**src/rtl/sidasc_pkg.sv**
```systemverilog
// Shared types and constants of the signed integer to decimal ASCII converter.
// No dependencies.
`default_nettype none

package sidasc_pkg;

    localparam int C_VAL_W  = 32;          // input integer width
    localparam int C_NDIG   = 10;          // decimal digits of a 32-bit magnitude
    localparam int C_DIG_W  = 4;           // one BCD digit
    localparam int C_BCD_W  = C_NDIG * C_DIG_W;
    localparam int C_CNT_W  = 5;           // shift counter, 0..31
    localparam int C_IDX_W  = 4;           // digit index, 0..9
    localparam int C_CHAR_W = 8;

    localparam logic [C_CHAR_W-1:0] C_CHAR_ZERO  = 8'd48;
    localparam logic [C_CHAR_W-1:0] C_CHAR_MINUS = 8'd45;
    localparam logic [C_CNT_W-1:0]  C_LAST_SHIFT = C_CNT_W'(C_VAL_W - 1);

    typedef enum logic [2:0] {
        ST_IDLE,
        ST_CONV,
        ST_PREP,
        ST_SIGN,
        ST_DIGIT
    } t_state;

    typedef struct packed {
        logic load;        // capture sign and magnitude, clear BCD
        logic shift;       // one double dabble step
        logic set_idx;     // point at the leading nonzero digit
        logic emit_sign;   // load '-' into the output register
        logic emit_digit;  // load the indexed digit into the output register
    } t_cmd;

    typedef struct packed {
        logic conv_done;   // the current shift is the last one
        logic neg;         // captured value was negative
        logic out_free;    // output register can take a beat this cycle
        logic idx_zero;    // the indexed digit is the units digit
    } t_status;

endpackage

`default_nettype wire

```
**src/rtl/sidasc_ctrl.sv**
```systemverilog
// Sequencer of the converter: accept, shift, pick start digit, emit characters.
// Depends on sidasc_pkg.
`default_nettype none

module sidasc_ctrl (
    input  wire                 i_clk,
    input  wire                 i_rst_n,
    input  wire                 i_s_tvalid,
    output logic                o_s_tready,
    input  sidasc_pkg::t_status i_status,
    output sidasc_pkg::t_cmd    o_cmd
);

    sidasc_pkg::t_state r_state;
    sidasc_pkg::t_state n_state;

    always_ff @(posedge i_clk) begin
        if (!i_rst_n) begin
            r_state <= sidasc_pkg::ST_IDLE;
        end else begin
            r_state <= n_state;
        end
    end

    always_comb begin
        n_state    = r_state;
        o_cmd      = '0;
        o_s_tready = 1'b0;
        case (r_state)
            sidasc_pkg::ST_IDLE: begin
                // Hold off the sender while reset is asserted.
                o_s_tready = i_rst_n;
                if (i_s_tvalid && i_rst_n) begin
                    o_cmd.load = 1'b1;
                    n_state    = sidasc_pkg::ST_CONV;
                end
            end
            sidasc_pkg::ST_CONV: begin
                o_cmd.shift = 1'b1;
                if (i_status.conv_done) begin
                    n_state = sidasc_pkg::ST_PREP;
                end
            end
            sidasc_pkg::ST_PREP: begin
                o_cmd.set_idx = 1'b1;
                n_state = i_status.neg ? sidasc_pkg::ST_SIGN : sidasc_pkg::ST_DIGIT;
            end
            sidasc_pkg::ST_SIGN: begin
                if (i_status.out_free) begin
                    o_cmd.emit_sign = 1'b1;
                    n_state         = sidasc_pkg::ST_DIGIT;
                end
            end
            sidasc_pkg::ST_DIGIT: begin
                if (i_status.out_free) begin
                    o_cmd.emit_digit = 1'b1;
                    if (i_status.idx_zero) begin
                        n_state = sidasc_pkg::ST_IDLE;
                    end
                end
            end
            default: begin
                n_state = sidasc_pkg::ST_IDLE;
            end
        endcase
    end

endmodule

`default_nettype wire

```
**src/rtl/sidasc_dp.sv**
```systemverilog
// Datapath of the converter: magnitude, bit-serial double dabble, output register.
// Depends on sidasc_pkg.
`default_nettype none

module sidasc_dp (
    input  wire                                  i_clk,
    input  wire                                  i_rst_n,
    input  wire  [sidasc_pkg::C_VAL_W-1:0]       i_value,
    input  sidasc_pkg::t_cmd                     i_cmd,
    output sidasc_pkg::t_status                  o_status,
    output logic                                 o_m_tvalid,
    input  wire                                  i_m_tready,
    output logic [sidasc_pkg::C_CHAR_W-1:0]      o_m_tdata,
    output logic                                 o_m_tlast
);

    logic                              r_neg;
    logic [sidasc_pkg::C_VAL_W-1:0]    r_mag;
    logic [sidasc_pkg::C_BCD_W-1:0]    r_bcd;
    logic [sidasc_pkg::C_CNT_W-1:0]    r_cnt;
    logic [sidasc_pkg::C_IDX_W-1:0]    r_idx;
    logic                              r_ovalid;
    logic [sidasc_pkg::C_CHAR_W-1:0]   r_char;
    logic                              r_last;

    logic [sidasc_pkg::C_BCD_W-1:0]    n_adj;
    logic [sidasc_pkg::C_IDX_W-1:0]    n_top;
    logic [sidasc_pkg::C_DIG_W-1:0]    w_dig;

    // Add 3 to every digit of five or more ahead of the shift.
    always_comb begin
        for (int i = 0; i < sidasc_pkg::C_NDIG; i++) begin
            if (r_bcd[i*sidasc_pkg::C_DIG_W +: sidasc_pkg::C_DIG_W] >= 4'd5) begin
                n_adj[i*sidasc_pkg::C_DIG_W +: sidasc_pkg::C_DIG_W] =
                    r_bcd[i*sidasc_pkg::C_DIG_W +: sidasc_pkg::C_DIG_W] + 4'd3;
            end else begin
                n_adj[i*sidasc_pkg::C_DIG_W +: sidasc_pkg::C_DIG_W] =
                    r_bcd[i*sidasc_pkg::C_DIG_W +: sidasc_pkg::C_DIG_W];
            end
        end
    end

    // Highest nonzero digit; zero keeps the units digit.
    always_comb begin
        n_top = '0;
        for (int i = 0; i < sidasc_pkg::C_NDIG; i++) begin
            if (r_bcd[i*sidasc_pkg::C_DIG_W +: sidasc_pkg::C_DIG_W] != '0) begin
                n_top = sidasc_pkg::C_IDX_W'(i);
            end
        end
    end

    assign w_dig = r_bcd[{r_idx, 2'b00} +: sidasc_pkg::C_DIG_W];

    always_ff @(posedge i_clk) begin
        if (i_cmd.load) begin
            r_neg <= i_value[sidasc_pkg::C_VAL_W-1];
            r_mag <= i_value[sidasc_pkg::C_VAL_W-1] ? (~i_value + 1'b1) : i_value;
            r_bcd <= '0;
            r_cnt <= '0;
        end else if (i_cmd.shift) begin
            r_bcd <= {n_adj[sidasc_pkg::C_BCD_W-2:0], r_mag[sidasc_pkg::C_VAL_W-1]};
            r_mag <= {r_mag[sidasc_pkg::C_VAL_W-2:0], 1'b0};
            r_cnt <= r_cnt + 1'b1;
        end
        if (i_cmd.set_idx) begin
            r_idx <= n_top;
        end else if (i_cmd.emit_digit) begin
            r_idx <= r_idx - 1'b1;
        end
    end

    // Output register: load on emit, drop when the beat is taken.
    always_ff @(posedge i_clk) begin
        if (!i_rst_n) begin
            r_ovalid <= 1'b0;
        end else if (i_cmd.emit_sign || i_cmd.emit_digit) begin
            r_ovalid <= 1'b1;
        end else if (i_m_tready) begin
            r_ovalid <= 1'b0;
        end
    end

    always_ff @(posedge i_clk) begin
        if (i_cmd.emit_sign) begin
            r_char <= sidasc_pkg::C_CHAR_MINUS;
            r_last <= 1'b0;
        end else if (i_cmd.emit_digit) begin
            r_char <= sidasc_pkg::C_CHAR_ZERO + {4'b0000, w_dig};
            r_last <= (r_idx == '0);
        end
    end

    assign o_status.conv_done = (r_cnt == sidasc_pkg::C_LAST_SHIFT);
    assign o_status.neg       = r_neg;
    assign o_status.out_free  = !r_ovalid || i_m_tready;
    assign o_status.idx_zero  = (r_idx == '0);

    assign o_m_tvalid = r_ovalid;
    assign o_m_tdata  = r_char;
    assign o_m_tlast  = r_last;

endmodule

`default_nettype wire

```
**src/rtl/signed_int_to_decimal_ascii.sv**
```systemverilog
// Top level: signed 32-bit integer to decimal ASCII text stream.
// Depends on sidasc_pkg, sidasc_ctrl and sidasc_dp.
//
//  Channel  | Direction | tdata                     | tlast
//  ---------+-----------+---------------------------+----------------------------
//  s (in)   | slave     | [31:0] value, signed      | -
//  m (out)  | master    | [7:0] character, ASCII    | final character of a value
//
// Sequence: one beat is taken in the idle state, then one double dabble shift per
// bit of the value and a step to locate the leading digit; characters then go out
// one per cycle while the master side takes them, 1..11 characters per value.
// The next input beat is taken right after the last character enters the
// output register, while that character may still wait on the master side.
// Reset (synchronous, active low) returns the sequencer to idle and empties the
// output register. A stall on the master side holds the sequencer in place.
`default_nettype none

module signed_int_to_decimal_ascii (
    input  wire         i_clk,
    input  wire         i_rst_n,
    input  wire         i_s_tvalid,
    output logic        o_s_tready,
    input  wire  [31:0] i_s_tdata,    // [31:0] value
    output logic        o_m_tvalid,
    input  wire         i_m_tready,
    output logic [7:0]  o_m_tdata,    // [7:0] character
    output logic        o_m_tlast
);

    sidasc_pkg::t_cmd    w_cmd;
    sidasc_pkg::t_status w_status;

    // Sequencer: owns the input handshake and steps the datapath.
    sidasc_ctrl u_ctrl (
        .i_clk      (i_clk),
        .i_rst_n    (i_rst_n),
        .i_s_tvalid (i_s_tvalid),
        .o_s_tready (o_s_tready),
        .i_status   (w_status),
        .o_cmd      (w_cmd)
    );

    // Datapath: magnitude, BCD shift register and the output beat register.
    sidasc_dp u_dp (
        .i_clk      (i_clk),
        .i_rst_n    (i_rst_n),
        .i_value    (i_s_tdata),
        .i_cmd      (w_cmd),
        .o_status   (w_status),
        .o_m_tvalid (o_m_tvalid),
        .i_m_tready (i_m_tready),
        .o_m_tdata  (o_m_tdata),
        .o_m_tlast  (o_m_tlast)
    );

endmodule

`default_nettype wire

```
**config.mk**
```make
export PLATFORM = sky130hd
export DESIGN_NAME = signed_int_to_decimal_ascii
export DESIGN_NICKNAME = d
export VERILOG_FILES = /design/src/rtl/sidasc_pkg.sv /design/src/rtl/sidasc_ctrl.sv /design/src/rtl/sidasc_dp.sv /design/src/rtl/signed_int_to_decimal_ascii.sv
export SDC_FILE = /design/constraint.sdc
export NUM_CORES = 1
export LEC_CHECK = 0
export ABC_AREA = 0
export BUFFER_PORTS_ARGS = -buffer_cell sky130_fd_sc_hd__buf_2
export CAP_MARGIN = 20
export CORE_AREA = 4 4 143 145
export CTS_BUF_LIST = sky130_fd_sc_hd__clkbuf_16
export DETAILED_ROUTE_END_ITERATION = 8
export DIE_AREA = 0 0 147 149
export SKIP_LAST_GASP = 1
export SLEW_MARGIN = 20
export SYNTH_ARGS = -nofsm -noshare
export SYNTH_HDL_FRONTEND = slang
export SYNTH_HIERARCHICAL = 1
export SYNTH_SLANG_ARGS = --single-unit
```
**constraint.sdc**
```tcl
create_clock -name i_clk -period 3.05 [get_ports i_clk]
set_input_delay 0.1525 -clock i_clk [delete_from_list [all_inputs] [get_ports i_clk]]
set_output_delay 0.1525 -clock i_clk [all_outputs]
set_load 0.005 [all_outputs]
```
### Word-level counts from Yosys, hierarchy flattened

Cells that the tools add are included.
Widths: inputs -> output; s select.

| storage, ports and cells | value |
|---|---|
| output and inout bits | 11 |
| logic and storage cells | 105 |
| bits in registers | 95 |

| operators by class | value |
|---|---|
| multiplexer cells | 41 |
| reductions and logical operators | 19 |
| shifts and indexed selects | 1 |
| equal/unequal tests | 10 |
| order comparisons | 10 |
| add/sub/neg operators | 14 |
| bitwise gates (word level) | 1 |

Operators with widths:

| cell | number |
|---|---|
| $mux 32 | 3 |
| $mux 4 | 13 |
| $ge 4x3->1 const B | 10 |
| $shiftx 40x7->4 | 1 |
| $add 4x2->4 const B | 9 |
| $reduce_bool 4->1 | 9 |
| $mux 3 | 11 |
| $add 32x1->32 const B | 1 |
| $not 32->32 | 1 |
| $pmux 3 s5 | 1 |
| $mux 1 | 11 |
| $ne 2x1->1 const B | 5 |
| $add 6x4->7 const A | 1 |
| $eq 3x2->1 const B | 2 |
| $reduce_bool 2->1 | 3 |
| $add 5x1->5 const B | 1 |
| $eq 5x5->1 const B | 1 |
| $reduce_and 5->1 | 1 |
| $logic_not 4->1 | 1 |
| $mux 2 | 2 |
| $sub 4x1->4 const B | 1 |
| $add 3x2->3 const B | 1 |
| $eq 3x1->1 const B | 1 |
| $eq 3x3->1 const B | 1 |
| other kinds (4) | 5 |

### Depth between registers and ports, before layout

Gate-level depths: netlist of run 1.

| depth | value |
|---|---|
| depth after elaboration | 11 |
| gate-level depth with buffers | 9 |
| gate-level depth less buffers | 7 |

### Cells and area by module

Netlist of run 1, hierarchy kept.

By module, submodules not included:

| module | instances | area an instance (um^2) | cells each |
|---|---|---|---|
| sidasc_dp | 1 | 5351.4 | 583 |
| sidasc_ctrl | 1 | 307.8 | 37 |

### Least setup slack after synthesis of run 1

Ideal clock, no wire load.

| timing path | value |
|---|---|
| path type | register to register |
| start point | register u_ctrl.r_state[0] |
| end point | register u_dp/r_mag[0] (netlist bit), enable pin |
| setup slack | 0.651 ns |
| clock period less this slack | 2.399 ns |
| path buffers | 3 |
| setup time | 0.375 ns |
| stages on the path, launching flop included | 7 |
| data arrival time | 2.024 ns |
| path through | dfxtp_1 -> buf_4 -> nor4_1 -> and2_1 -> clkbuf_1 -> clkbuf_1 -> or2_2 |

RTL lines:

| what | RTL line | source |
|---|---|---|
| start, declared | sidasc_ctrl.sv:14 | `sidasc_pkg::t_state r_state;` |
| start signal, assigned | sidasc_ctrl.sv:19 | `r_state <= sidasc_pkg::ST_IDLE;` |
| start signal, assigned | sidasc_ctrl.sv:21 | `r_state <= n_state;` |
| end signal, assigned | sidasc_dp.sv:58 | `r_mag <= i_value[sidasc_pkg::C_VAL_W-1] ? (~i_value + 1'b1) : i_value;` |
| end signal, assigned | sidasc_dp.sv:63 | `r_mag <= {r_mag[sidasc_pkg::C_VAL_W-2:0], 1'b0};` |
| end, declared | sidasc_dp.sv:18 | `logic [sidasc_pkg::C_VAL_W-1:0] r_mag;` |

==> results of run 1 <==
==> per-layer routing <==
layer	vias up	wire [µm]
met4	0	79
met2	68	5270
met5	-	0
met1	1987	5770
li1	2242	-
met3	7	470
==> cells in the final DEF, fill, tap and decap left out, drive strengths merged, types with 5 or more instances in the layout <==
cell type,instances
a21o,9
a21oi,65
buf,47
clkbuf,9
dfxtp,55
edfxtp,37
ha,24
inv,34
mux2,5
mux2i,21
mux4,8
nand2,36
nand2b,33
nand3,22
nor2,63
nor3,7
nor3b,9
o211ai,13
o21ai,32
o31ai,10
o41ai,8
xnor2,24
xor2,29
==> cell type report <==
class | count | area share [%]
clock inverter | 7 | 1.67
timing repair buffer | 47 | 4.01
inverter | 32 | 1.87
tap | 265 | 5.16
sequential | 92 | 34.4
clock buffer | 9 | 3.50
multi-input combinational | 462 | 49.4
==> registers in the layout, summed over array words and instances (netlist names) <==
name             count
u_dp/o_m_tvalid      1
u_dp/r_bcd          40
u_dp/o_m_tlast       1
u_dp/r_mag          32
u_ctrl/r_state       3
u_dp/r_idx           4
u_dp/r_neg           1
u_dp/r_cnt           5
u_dp/o_m_tdata       5
==> critical path: stages, from the launching register on <==
cell,delay (ps)
dfxtp_1,450
nor4_1,450
and2_4,380
or2_2,160
buf_4,360
==> path summary, 6_finish.rpt <==
| kind | start | end | slack, ps | cells after the start |
|---|---|---|---|---|
| worst max-delay path | u_ctrl/r_state[1]$_SDFFE_PN0P_ | u_dp/r_mag[2]$_DFFE_PP_ | 880 | 4 |
| worst min-delay path | i_rst_n | u_dp/o_m_tvalid$_SDFFE_PN0P_ | 100 | 2 |
| worst max register to register | u_ctrl/r_state[1]$_SDFFE_PN0P_ | u_dp/r_mag[2]$_DFFE_PP_ | 880 | 4 |
| worst min register to register | u_dp/o_m_tdata[4]$_SDFFE_PP0P_ | u_dp/o_m_tdata[4]$_SDFFE_PP0P_ | 460 | 2 |
==> cells by family after synthesis <==
| family | after synthesis | share of synthesized area, % |
|---|---|---|
| AOI/OAI and AO/OA | 150 | 16.1 |
| adders and majority gates | 24 | 5.31 |
| xor gates and xnor gates | 53 | 8.20 |
| buffers and inverters | 67 | 5.00 |
| and+or+nand+nor | 198 | 18.3 |
| muxes | 34 | 7.89 |
| other | 2 | 0.133 |
| DFF | 92 | 39.1 |
==> power groups by stage <==
stage                     sequential (mW)  clock (mW)  combinational (mW)
after floorplan                      1.94           0                1.31
after global placement               2.10           0                1.54
after detailed placement             2.10           0                1.56
after CTS                            2.08        1.29                1.56
after global routing                 2.14        1.34                1.76
final                                2.08        1.25                1.55
==> results.md, run 1 <==
- Min cycle time layout: around 2200 ps
- Clock Skew: around 5.8 ps
- Multi-input logic area: between 3000 and 4000 µm²
- Post-synth cell types: 52
- Cell Rows: 51
- Routability cong.: about 0.78
- Seq/Total Area, Yosys: around two fifths
- Vias per inst: 4.71
- Starting DRT DRC Count: ~220
- Crit-path max FO: 32
- Worst VDD drop: 0.322 mV
- Clk_lat worst skew: between 300 and 400 ps
- H-tree depth: 3
- Synthesized area: 5660 µm²
- CTS Sinks: slightly above 90
- Core box area: ~19000 µm²
- Synthesis warning total: 6
- Port Buf Inserts: 43
- Total track usage: 10.7%
- CTS tree: done
- Crit path kind: flop to flop
- Worst-case clock buffer depth: 2
- Period utilization: about 70%
- Setup violators final: 0
- Top-Level Pins: 47
- Top post-synthesis cells by area: edfxtp_1 20%, dfxtp_1 19%, a21oi_1 5.7%
- Final routed DRC violation total: 0
- Area growth from synthesis to layout: 13.6%
- Die X: ~150 µm
- # nets final: between 700 and 800
- Reg area: roughly 2200 µm²
- Commonest cells post-synth: 65 x a21oi_1, 63 x nor2_1, 55 x dfxtp_1, 37 x edfxtp_1, 36 x nand2_1
- Post-DRT Antenna Nets: 0
- Slew Limit Fails: 0
- Switching power: between 1.5 and 2 mW
- Pre-CTS WS: 788 ps
- Placed cell area: about 6000 µm²
- Setup slack after layout: just under 900 ps
- Pre-antenna DRT Iters: 4
- Synth Area per Inst: a little over 9 µm²
- PwrDens: around 760 nW/µm²
- RSZ-0062 raised after global routing: false
- Leakage: 2.44 nW
- Fillers: 2014
- Gr ovfl total: 0
- Worst setup EP type: flop
- Largest net degree at the start of global routing: 74
- Die area: between 20000 and 25000 µm²
- Number of synthesized flops with an enable pin: 37
- Vias in the first global route: a little over 4000
- Net Sw Frac: around 34%
- Final Util: between 30% and 40%
- Post-route insts no fill: roughly 900
- Final hold vios: 0
- M3 GR Usage: ~2.5%
- CP arrival: 2160 ps
- Number of placed cells counting well taps: between 800 and 900
- Overall Power: 4.87 mW
- Overall die height: around 150 µm
- Post-CTS Resized: 0
- Worst rel slew slack: about half
- First-pass GRT wire length: just under 20000 µm
- Final WL: 11600 µm
- M1 GR Usage: between 10 and 15%
- Int Power: approximately 3.2 mW
- Sequential Power Share: between 40% and 50%
- # diodes: 0
- Layout cells sized above 1: approximately 14%
- Clock slew at reported path FFs: roughly 60 ps
- Leading area contributor after synthesis: edfxtp_1
- Hold_ws: between 90 and 100 ps
- CP Data Required Time: between 3000 and 4000 ps
- Status: completed
- Max-cap viol count: 0
- Ys async rst share: 0%
- Comb pwr share: between 30% and 40%
- CP startpoint kind: flop
- Cts hold-fix bufs: 0
- Count leader, synth: a21oi_1
- Root Buffer: clkbuf_16
- Clock power frac: 25.6%
- GRT busiest layer: met2
- Met2 usage: 17.6%
- Fmax achieved: 0.461 GHz
- Post-CTS Setup Inserts: 0
- HPWL after DPL: between 8000 and 9000 µm
- Inserted Clock Buffers: 9
- Worst-Margin Slew: around 740 ps
- Initial antenna violation count: 0
- #FFs+latches synth: 92
- Drt wl/cell: between 10 and 15 µm
- Yosys top cell area share: roughly 20%
- Initial core utilization: a little under 30%
- Setup_tns: 0 ps
- Finished Cell Area: approximately 6400 µm²
- Most used DFF post-synth: dfxtp_1
- Hold Crit Class: input port to flop
- Post-synthesis cell count: 620
- Routed vias: ~4300
No activity file was read; power rests on OpenSTA's default activity.
==> inputs of run 2 (changes only) <==
clock period = 1.95 ns   (was 3.05 ns; I/O delays follow)
==> run 2 against run 1 <==
Utilization increased by 1.8 points. Worst hold slack lost 54 ps. Register-to-register slack worse by 720 ps. Die area unchanged. First-iteration DRC count decreased by 10%. Combinational power up 90%. Global-route usage up 0.39 points. Via count rose by 3.9%. Routed wire length increased by 2.3%. Largest cell class unchanged.
==> results.md, run 2 (same netlist as run 1, synthesis figures left out) <==
- PwrDens: 1150 nW/µm² (+52%)
- Initial core utilization: 29.5% (unchanged)
- WL met1: 5970 µm (+3.6%)
- Int Power: 5.13 mW (+59%)
- Multi-input logic area: 3200 µm² (+0.79%)
- Max Used Layer: met4
- FF-to-FF Start: u_ctrl/r_state[1]$_SDFFE_PN0P_
- Fmax achieved: 0.558 GHz (+21%)
- Hold_ws: 44.9 ps (-54.4 ps)
- Vias per inst: 4.67 (-0.81%)
- Number of placed cells counting well taps: 941 (+4.8%)
- Setup slack, reg-to-reg: 160 ps (-720 ps)
- Met3 WL: 486 µm (+3.4%)
- Overall die height: 149 µm (unchanged)
- Die area: 21900 µm² (unchanged)
- Area growth from synthesis to layout: 19.7%
- Max reg flops: 40 (unchanged)
- Layout cells sized above 1: 19.8% (+5.9 points)
- RSZ-0062 raised after global routing: false
- Gr ovfl total: 0 (unchanged)
- Die X: 147 µm (unchanged)
- Clock power frac: 22.2% (-3.4 points)
- Drt wl/cell: 12.4 µm (-2.3%)
- CP Capture Point: u_dp/r_idx[3]$_DFFE_PP_
- Most frequent cells in the layout: 65 x a21oi_1, 63 x nor2_1, 55 x dfxtp_1
- Top-Level Pins: 47 (unchanged)
- HPWL after DPL: 8870 µm (+8.2%)
- Root Buffer: clkbuf_16
- Max-cap viol count: 0 (unchanged)
- Min cycle time layout: 1790 ps (-376 ps)
- # nets final: 747 (+6.1%)
- Comb pwr share: 37.8% (+6.0 points)
- Regs by FF count: u_dp/r_bcd x40, u_dp/r_mag x32
- Pre-antenna DRT Iters: 4 (unchanged)
- First-pass GRT wire length: 20500 µm (+4.4%)
- Post-DRT Antenna Nets: 0 (unchanged)
- Crit. Startpoint: u_ctrl/r_state[1]$_SDFFE_PN0P_
- Clock slew at reported path FFs: 70 ps (about the same)
- H-tree depth: 3 (unchanged)
- Clk_lat worst skew: 340 ps (about the same)
- Routed vias: 4470 (+3.9%)
- Cell Rows: 51 (unchanged)
- Final WL: 11800 µm (+2.3%)
- Period utilization: 91.9% (+21 points)
- Met2 WL: 5360 µm (+1.7%)
- Vias in the first global route: 4277 (+4.8%)
- Worst-case clock buffer depth: 2 (unchanged)
- Final routed DRC violation total: 0 (unchanged)
- Commonest non-fill, non-tap cell in the layout: a21oi_1
- Biggest register: u_dp/r_bcd
- Status: completed
- Worst reg-to-reg path cell count: 6 (+2)
- Crit-path max FO: 7 (-78%)
- Core box area: 19200 µm² (unchanged)
- Switching power: 2.68 mW (+64%)
- Worst VDD drop: 0.449 mV (+39%)
- Net Sw Frac: 34.3% (+0.76 points)
- Slew Limit Fails: 0 (unchanged)
- Clock Skew: 5.99 ps (+0.223 ps)
- Initial antenna violation count: 0 (unchanged)
- Post-route insts no fill: 957 (+4.7%)
- R2R Path End: u_dp/r_idx[3]$_DFFE_PP_
- Post-CTS Setup Inserts: 0 (unchanged)
- Largest net degree at the start of global routing: 55 (-26%)
- Hold Crit Class: input port to flop
- CP arrival: 1890 ps (-270 ps)
- Inserted Clock Buffers: 9 (unchanged)
- Sequential Power Share: 40.0% (-2.6 points)
- Fillers: 1960 (-2.7%)
- Final hold vios: 0 (unchanged)
- CP Data Required Time: 2050 ps (-990 ps)
- Reg area: 2210 µm² (unchanged)
- Leakage: 2.65 nW (+8.6%)
- # diodes: 0 (unchanged)
- Pre-CTS WS: -11.8 ps (-800 ps)
- CTS tree: done
- Worst setup EP type: flop
- Setup slack after layout: 157 ps (-724 ps)
- Crit path kind: flop to flop
- Port Buf Inserts: 43 (unchanged)
- Setup violators final: 0 (unchanged)
- Routability cong.: 0.788 (+1.0%)
- CP startpoint kind: flop
- CTS Sinks: 92 (unchanged)
- Starting DRT DRC Count: 199 (-10%)
- Total track usage: 11.1% (+0.39 points)
## run 2: metrics by stage
stage	power (mW)	util, %	TNS, ps	instance area [µm²]
5_1_grt	8.42	35.3	0	6770
4_1_cts	7.90	35.2	0	6770
3_3_place_gp	6.07	33.7	0	6470
2_1_floorplan	5.12	-	0	5690
3_5_place_dp	6.13	33.7	-29.0	6470
6_report	7.81	35.3	0	6770
## run 2: worst min path at each step
stage | start | end | slack [ps] | cells past startpoint
6_report | i_rst_n | u_dp/o_m_tvalid$_SDFFE_PN0P_ | 40 | 2
5_1_grt | i_rst_n | u_dp/o_m_tvalid$_SDFFE_PN0P_ | 30 | 2
4_1_cts | i_rst_n | u_dp/o_m_tvalid$_SDFFE_PN0P_ | 30 | 2
3_5_place_dp | i_rst_n | u_dp/o_m_tvalid$_SDFFE_PN0P_ | 400 | 2
3_3_place_gp | i_rst_n | u_dp/o_m_tvalid$_SDFFE_PN0P_ | 400 | 2
2_1_floorplan | i_s_tdata[31] | u_dp/r_neg$_DFFE_PP_ | 200 | 0
## run 2: routing by layer
metal | global-route usage, % | vias to the layer above
li1 | - | 2325
met1 | 15.2 | 2066
met2 | 18.1 | 75
met3 | 3.10 | 4
met4 | 1.12 | 0
met5 | 0 | -
## run 2: power by group through the flow
| stage | Sequential, mW | Clock [mW] | Combinational, mW |
|---|---|---|---|
| after floorplan | 3.03 | 0 | 2.09 |
| after global placement | 3.14 | 0 | 2.92 |
| after detailed placement | 3.16 | 0 | 2.96 |
| after CTS | 3.13 | 1.80 | 2.97 |
| after global routing | 3.20 | 1.89 | 3.32 |
| final | 3.13 | 1.74 | 2.95 |
## run 2: final cells by class
class,instances,share of cell area [%]
Clock buffer,9,3.32
Clock inverter,7,0.979
Inverter,32,1.77
Multi-Input combinational cell,462,47.2
Sequential cell,92,32.7
Tap cell,265,4.89
Timing Repair Buffer,90,9.12
## run 2: worst max-delay path, cell delays in order (launching register included)
cell and delay, ps:
dfxtp_1 540, nor2b_1 210, and2_1 210, nand2_1 70
nor3_1 250, nand2_1 160, o21a_1 130
## run 2: what timing repair did
action / CTS / global route
hold buffers: 0 / 0
endpoints found under the setup margin: 0 / 1
resized for setup: 0 / 2
==> inputs of run 3 (changes only) <==
--- a/constraint.sdc
+++ b/constraint.sdc
@@ -3,2 +3,2 @@
 set_output_delay 0.0975 -clock i_clk [all_outputs]
-set_load 0.005 [all_outputs]
+set_load 0.02 [all_outputs]
==> run 3 against run 2 <==
Power fell by 0.33%. Combinational power increased by 2%. Register-to-register slack worse by 50 ps. First-iteration DRC count decreased by 13%. Clock power shrank 5%. Utilization fell by 0.38 points. Critical path depth is 1 higher. Largest cell class unchanged. Via count rose by 1.5%. Worst hold slack gained 0.67 ps. Count of clock-buffer cells in the layout stayed put.
==> results.md, run 3 (same netlist as run 1, synthesis figures left out) <==
- Post-route insts no fill: 949 (-0.84%)
- Vias per inst: 4.78 (+2.3%)
- Routed vias: 4536 (+1.5%)
- Layout cells sized above 1: 18.1% (-1.7 points)
- Die area: 21900 µm² (unchanged)
- Cts hold-fix bufs: 0 (unchanged)
- Worst-case clock buffer depth: 2 (unchanged)
- Root Buffer: clkbuf_16
- Crit-path max FO: 5 (-2)
- Port Buf Inserts: 43 (unchanged)
- Starting DRT DRC Count: 173 (-13%)
- Largest net degree at the start of global routing: 38 (-31%)
- Comb pwr share: 38.7% (+0.9 points)
- Status: completed
- RSZ-0062 raised after global routing: false
- Min cycle time layout: 1840 ps (+46.6 ps)
- Final hold vios: 0 (unchanged)
- Clock Skew: 6.28 ps (+0.293 ps)
- WL met1: 5870 µm (-1.6%)
- Period utilization: 94.3% (+2.4 points)
- Final routed DRC violation total: 0 (unchanged)
- Fillers: 1969 (+0.46%)
- Biggest register: u_dp/r_bcd
- Final WL: 11800 µm (-0.62%)
- Clk_lat worst skew: 330 ps (about the same)
- Worst setup EP type: flop
- Total track usage: 11.2% (+0.095 points)
- PwrDens: 1160 nW/µm² (+0.75%)
- CTS Sinks: 92 (unchanged)
- Most frequent cells in the layout: 65 x a21oi_1, 63 x nor2_1, 55 x dfxtp_1
- Reg area: 2210 µm² (unchanged)
- Core box area: 19200 µm² (unchanged)
- # diodes: 0 (unchanged)
- Slew Limit Fails: 0 (unchanged)
- Vias in the first global route: 4428 (+3.5%)
- Area growth from synthesis to layout: 18.4%
- Met2 WL: 5300 µm (-1.1%)
- Setup violators final: 0 (unchanged)
- Leakage: 2.62 nW (-1.4%)
- Commonest non-fill, non-tap cell in the layout: a21oi_1
- Fmax achieved: 0.544 GHz (-2.5%)
- Die X: 147 µm (unchanged)
- Regs by FF count: u_dp/r_bcd x40, u_dp/r_mag x32
- CTS tree: done
- Switching power: 2.70 mW (+0.90%)
- Multi-input logic area: 3200 µm² (unchanged)
- Max-cap viol count: 0 (unchanged)
- Int Power: 5.08 mW (-0.97%)
- HPWL after DPL: 8630 µm (-2.7%)
- Hold Crit Class: input port to flop
- H-tree depth: 3 (unchanged)
- Number of placed cells counting well taps: 933 (-0.85%)
- Inserted Clock Buffers: 9 (unchanged)
- Worst VDD drop: 0.472 mV (+5.1%)
- Initial core utilization: 29.5% (unchanged)
- Overall Power: 7.79 mW (-0.33%)
- CP arrival: 2020 ps (+130 ps)
- Post-DRT Antenna Nets: 0 (unchanged)
- # nets final: 739 (-1.1%)
- Clock power frac: 21.4% (-0.8 points)
- Met3 WL: 500 µm (+2.9%)
- Routability cong.: 0.781 (-0.81%)
- Pre-antenna DRT Iters: 4 (unchanged)
- Initial antenna violation count: 0 (unchanged)
- Setup_tns: 0 ps (unchanged)
- Net Sw Frac: 34.7% (+0.42 points)
- Top-Level Pins: 47 (unchanged)
- Overall die height: 149 µm (unchanged)
- Worst reg-to-reg path cell count: 7 (+1)
- Sequential Power Share: 39.9% (about the same)
- Post-CTS Setup Inserts: 0 (unchanged)
- Clock slew at reported path FFs: 60 ps (about the same)
- Max Used Layer: met4
- CP startpoint kind: flop
- Max reg flops: 40 (unchanged)
- Cell Rows: 51 (unchanged)
- CP Data Required Time: 2130 ps (+80 ps)
- Drt wl/cell: 12.4 µm (+0.22%)
- Gr ovfl total: 0 (unchanged)
- First-pass GRT wire length: 20800 µm (+1.3%)
- Hold depth: 2 (unchanged)
- Crit path kind: flop to flop
[run 3: area by class of cell]
cell class / count / share of cell area [%]
Inverter: 32 / 1.79
Clock inverter: 7 / 0.803
Sequential cell: 92 / 33.0
Clock buffer: 9 / 3.36
Tap cell: 265 / 4.95
Timing Repair Buffer: 82 / 8.33
Multi-Input combinational cell: 462 / 47.8
[run 3: power by group through the flow]
stage	logic [mW]	clock network (mW)	registers, mW
after floorplan	2.12	0	3.10
after global placement	2.98	0	3.13
after detailed placement	3.01	0	3.14
after CTS	3.02	1.74	3.11
after global routing	3.39	1.80	3.19
final	3.02	1.66	3.10
[run 3: worst paths after layout]
check	from	to	slack, ps
setup / recovery	u_dp/r_bcd[24]$_SDFFE_PP0P_	u_dp/r_idx[0]$_DFFE_PP_	110
hold / removal	i_rst_n	u_dp/o_m_tvalid$_SDFFE_PN0P_	50
setup reg to reg	u_dp/r_bcd[24]$_SDFFE_PP0P_	u_dp/r_idx[0]$_DFFE_PP_	110
hold reg to reg	u_dp/o_m_tdata[4]$_SDFFE_PP0P_	u_dp/o_m_tdata[4]$_SDFFE_PP0P_	460
[run 3: critical path, stage by stage (launching register included)]
cell and delay [ps]:
dfxtp_1 360, inv_1 110, ha_1 210, nor3b_1 360, o41ai_1 140, a31oi_1 260, o41ai_2 100, a2bb2oi_1 150
[run 3: metrics by stage]
step / util, % / hold WS (ps) / worst slack, ps / area [µm²]
floorplan: - / 196 / -68.8 / 5710
global placement: 33.4 / 397 / 32.8 / 6410
detailed placement: 33.4 / 400 / 5.86 / 6410
CTS: 34.9 / 38.6 / 131 / 6690
global route: 34.9 / 48.5 / 16.8 / 6700
finish: 34.9 / 45.5 / 111 / 6700
[run 3: repair_timing]
action | in CTS | in global routing
resized for setup | 0 | 2
hold endpoints to repair | 0 | 0
endpoints found under the setup margin | 0 | 1
[run 3: routing by layer]
layer	vias up	GRT usage [%]
met3	9	2.40
met4	0	2.56
li1	2299	-
met5	-	0
met2	88	17.9
met1	2140	15.5
